## config.mk

```make
export PLATFORM = sky130hd
export DESIGN_NAME = hcbp_ram
export DESIGN_NICKNAME = d
export VERILOG_FILES = /design/src/rtl/hcbp_ram.sv
export SDC_FILE = /design/constraint.sdc
export NUM_CORES = 2
export LEC_CHECK = 0
export BUFFER_PORTS_ARGS = -buffer_cell sky130_fd_sc_hd__buf_4
export CAP_MARGIN = 10
export CORE_MARGIN = 2
export CORE_UTILIZATION = 50
export CTS_BUF_LIST = sky130_fd_sc_hd__clkbuf_4
export CTS_CLUSTER_DIAMETER = 40
export DETAILED_ROUTE_END_ITERATION = 12
export GPL_TIMING_DRIVEN = 0
export HOLD_SLACK_MARGIN = 0.06
export PLACE_DENSITY = 0.65
export REMOVE_ABC_BUFFERS = 1
export SYNTH_ARGS = -nofsm -noshare
export SYNTH_HDL_FRONTEND = slang
export SYNTH_SLANG_ARGS = --single-unit
```

## constraint.sdc

```tcl
create_clock -name clk -period 6.1 [get_ports clk]
set_clock_uncertainty 0.2 [all_clocks]
set_input_delay 0.61 -clock clk [delete_from_list [all_inputs] [get_ports clk]]
set_output_delay 0.61 -clock clk [all_outputs]
set_load 0.01 [all_outputs]
```

## src/rtl/hcbp_ram.sv

```systemverilog
// hcbp_ram: generic single write port, single read port ram
// registered read data; depends on nothing
`timescale 1ns / 1ps
`default_nettype none

module hcbp_ram #(
  parameter int WIDTH = 8,
  parameter int DEPTH = 256
) (
  input  wire logic                     clk,
  input  wire logic                     we,
  input  wire logic [$clog2(DEPTH)-1:0] waddr,
  input  wire logic [WIDTH-1:0]         wdata,
  input  wire logic [$clog2(DEPTH)-1:0] raddr,
  output logic      [WIDTH-1:0]         rdata
);

  logic [WIDTH-1:0] mem [DEPTH];

  // write port
  always_ff @(posedge clk) begin
    if (we) begin
      mem[waddr] <= wdata;
    end
  end

  // registered read port
  always_ff @(posedge clk) begin
    rdata <= mem[raddr];
  end

endmodule

`default_nettype wire

```

Yosys cells after proc, flatten, opt, wreduce, memory -nomap -nowiden
Memories as Yosys holds them, arrays and structs flattened. A register that Yosys moved wholly into a read port is not among the register bits.
Index checks and enable logic that the tools add are counted.
{"block": "word_totals", "reg_bits": 0, "memories": 1, "input_bits": 26, "mem_bits_rw": 2048, "word_cells": 3, "out_inout_bits": 8}
{"block": "op_classes", "muxes": 2}
{"memory": "mem", "words": 256, "width": 8, "read_ports": 1, "rd_clocked_by_memory_dff": 1, "wr": 1, "line_no": "18", "source": "logic [WIDTH-1:0] mem [DEPTH];"}
{"op": "1-bit 2-to-1 mux", "count": 2}

Longest topological paths before layout
{"block": "depth", "word_depth": 2, "mapped_depth": 11, "mapped_depth_nobuf": 6}

Worst setup path before layout
OpenSTA, ideal clock, no wires.
{"block": "synth_timing", "kind": "input -> register", "startpoint": "in raddr[0]", "endpoint": "reg rdata[2], read port of mem", "t_required_ns": 5.769, "n_path_buf": 4, "setup_slack_ns": 3.352, "arrival_ns": 2.417, "cell_stages": 9, "setup_ns": 0.131, "path_cell_list": "buf_6 -> buf_12 -> buf_8 -> buf_2 -> mux4_2 -> a22oi_1 -> a21oi_1 -> nor4_1 -> nor4_2"}
{"element": "start, declared", "line_no": "14", "source": "input wire logic [$clog2(DEPTH)-1:0] raddr,"}
{"element": "end, declared", "line_no": "15", "source": "output logic [WIDTH-1:0] rdata"}

==> impl_metrics.json <==
{
  "status": "complete, no violations",
  "area_delta_synth_final_pct": 11.8,
  "via_count": 40100,
  "cts_buffer_depth": 4,
  "min_period_ps": 5080,
  "finalPower_w": 0.0283,
  "nets": 4171,
  "dp_worst_setup_slack_ps": -425,
  "synthTopCellsByArea": "edfxtp_1, mux4_2, mux2i_1",
  "start_kind": "input pin",
  "synth_flop_cell": "edfxtp_1",
  "antenna_found_initial": 9,
  "place_hpwl_mm": 111,
  "hold_viol_final": 0,
  "via_per_inst": 6.10,
  "port_buffers": 33,
  "rsz0062_at_grt": "no",
  "crit_slowest_cell": "a221oi_1",
  "grt_pass1_wl_mm": 275,
  "synth_seq_cells": 2056,
  "cts-resized-gates": 0,
  "final_layout_size_suffix_gt1_share_pct": 30.4,
  "synth_top_cell_by_area": "edfxtp_1",
  "crit_top_cell": "buf_16",
  "cts.clk_slew.worst_paths_ps": 70,
  "endpoint_kind": "register",
  "critPathRequiredTime_ps": 6980,
  "grt_pass1_vias": 41000,
  "tightest_slew_ps": 1300,
  "slew_viol_final": 0,
  "p_leak_nw": 28.0,
  "synth_edf_count": 2048,
  "synth_area_um2": 79600,
  "wirelength_mm": 190,
  "tritoncts_num_sinks": 2056,
  "final_area_um2": 89000,
  "drcViolationCount": 0,
  "maxCapViolCount": 0,
  "synth.distinct_cells": 55,
  "globalplace.congestion": 0.822,
  "pin_count": 34,
  "cp_cell_sequence": "buf_8 -> buf_16 -> buf_16 -> buf_16 -> buf_16 -> mux4_2 -> a22o_1 -> a221oi_1 -> o32ai_1 -> nor3_1 -> nor4_2",
  "dieWidth_um": 403,
  "cts_buffers": 534,
  "die_y_um": 403,
  "power_density_nw_per_um2": 318,
  "postSynth.asyncResetShare_pct": 0,
  "start_util_pct": 50.3,
  "coreArea_um2": 158000,
  "worst_slack_ps": 1020,
  "synth_cells": 3733,
  "drtPass1Iterations": 8,
  "die-area_um2": 162000,
  "grt_max_degree": 153,
  "placed_cell_area_um2": 82300,
  "cp.arrival_ps": 5960,
  "cts_tree": "done",
  "slew_headroom_pct": 12.4,
  "wire_per_inst_um": 28.9,
  "cts_max_level": 6,
  "overflow": 0,
  "max_stage_delay_ps": 810,
  "rows": 146,
  "clockRootBuffer": "clkbuf_4",
  "netlist.area_leader.share_pct": 77.3,
  "finalCoreUtilization_pct": 56.2,
  "crit_type": "in -> reg",
  "hp-class": "in -> reg",
  "setup_violations": 0,
  "avgSynthCellArea_um2": 21.3,
  "synth_warnings": 0,
  "crit_fanout": 74,
  "drtAntennaViolNets": 0,
  "track_usage_pct": 23.5,
  "dr.first_iter.drc_count": 4263,
  "ir_drop_uv": 199,
  "yosysSeqAreaShare_pct": 77.5,
  "clock_latency_ps": 1350,
  "min_period_over_period_pct": 83.2,
  "fmax_ghz": 0.197
}
==> cell type report <==
| type | count | area, um2 |
|---|---|---|
| Antenna cell | 8 | 20.0 |
| Clock buffer | 755 | 5670 |
| Clock inverter | 136 | 731 |
| Fill cell | 11800 | 69200 |
| Inverter | 2 | 8.76 |
| Multi-Input combinational cell | 1442 | 16500 |
| Sequential cell | 2056 | 61700 |
| Tap cell | 2072 | 2590 |
| Timing Repair Buffer | 109 | 1730 |
==> report_power, final <==
part	leakage (nW)	total [W]	internal [W]	switching [W]
Sequential	18.5	0.0156	0.0156	0.0000259
Clock	3.85	0.0113	0.00598	0.00535
Combinational	5.65	0.00140	0.000489	0.000909
==> state kept, by name, summed over array words and instances (netlist names) <==
name	cells
rdata	8
mem	2048
==> through the flow <==
stage / TNS, ps / std cells / hold slack [ps]
global placement: -56500 / 5605 / 822
global route: 0 / 6575 / 127
floorplan: 0 / 3500 / 509
detailed placement: -659 / 5657 / 826
CTS: 0 / 6569 / 69.7
finish: 0 / 6580 / 162
==> cells in the final DEF, fill, tap and decap left out, types with 8 or more instances in the layout <==
cell	count
a211oi_1	16
a21oi_1	96
a221oi_1	13
a22o_1	8
a22oi_1	133
buf_12	9
buf_16	29
buf_4	23
buf_8	23
clkbuf_4	755
clkinv_1	97
clkinv_2	16
dfxtp_1	8
diode_2	8
dlygate4sd3_1	21
edfxtp_1	2048
inv_2	13
mux2i_1	134
mux4_2	454
nand2_1	32
nand2b_1	8
nand3_1	25
nand3_2	9
nand4_1	10
nor2_1	279
nor2b_1	28
nor3_1	22
nor4_1	23
o211ai_1	10
o21ai_0	10
o221ai_1	46
o22ai_1	28
==> final timing paths <==
kind | startpoint | to | slack (ps) | cells past startpoint
max | raddr[0] | rdata[3]$_DFF_P_ | 1020 | 11
min | wdata[6] | mem[124][6]$_DFFE_PP_ | 160 | 2
max reg2reg | mem[64][3]$_DFFE_PP_ | rdata[3]$_DFF_P_ | 2560 | 6
min reg2reg | mem[50][2]$_DFFE_PP_ | rdata[2]$_DFF_P_ | 860 | 5
==> synth_stat cells (all sizes together), types with 16 or more instances <==
cell       n
edfxtp  2048
mux4     456
nor2     282
mux2i    134
a22oi    133
buf      122
clkbuf   111
a21oi     96
o221ai    47
nand3     34
nand2     33
nor2b     31
o22ai     28
nor4      27
nor3      22
a211oi    16
==> kinds of logic (layout without fill, tap and decap cells) <==
group	Yosys count	after routing	share of synthesized area, %
other cells	0	8	0
buf+inv	235	1002	1.83
simple gates	466	466	2.63
flops	2056	2056	77.5
compound gates	385	385	3.42
mux	591	591	14.6
==> worst max-delay path: cells and delay by family <==
kind,cells,cell delay [ps]
multiplexers,1,610
AO/OA/AOI/OAI,3,1400
AND/OR/NAND/NOR,2,840
buffers and inverters,5,2180
==> repair_timing <==
action | CTS | global route
buffers inserted | 0 | 0
hold endpoints to repair | 2415 | 0
hold buffers | 21 | 0
==> routing by layer <==
metal / vias up / global-route usage (%) / part of all wire [%]
met3: 320 / 5.98 / 8.8
met5: - / 0 / 0.034
met2: 1874 / 36.8 / 49
li1: 16900 / - / -
met4: 12 / 9.06 / 2.8
met1: 21000 / 32.0 / 39
Power figures use the tool's default switching activity.
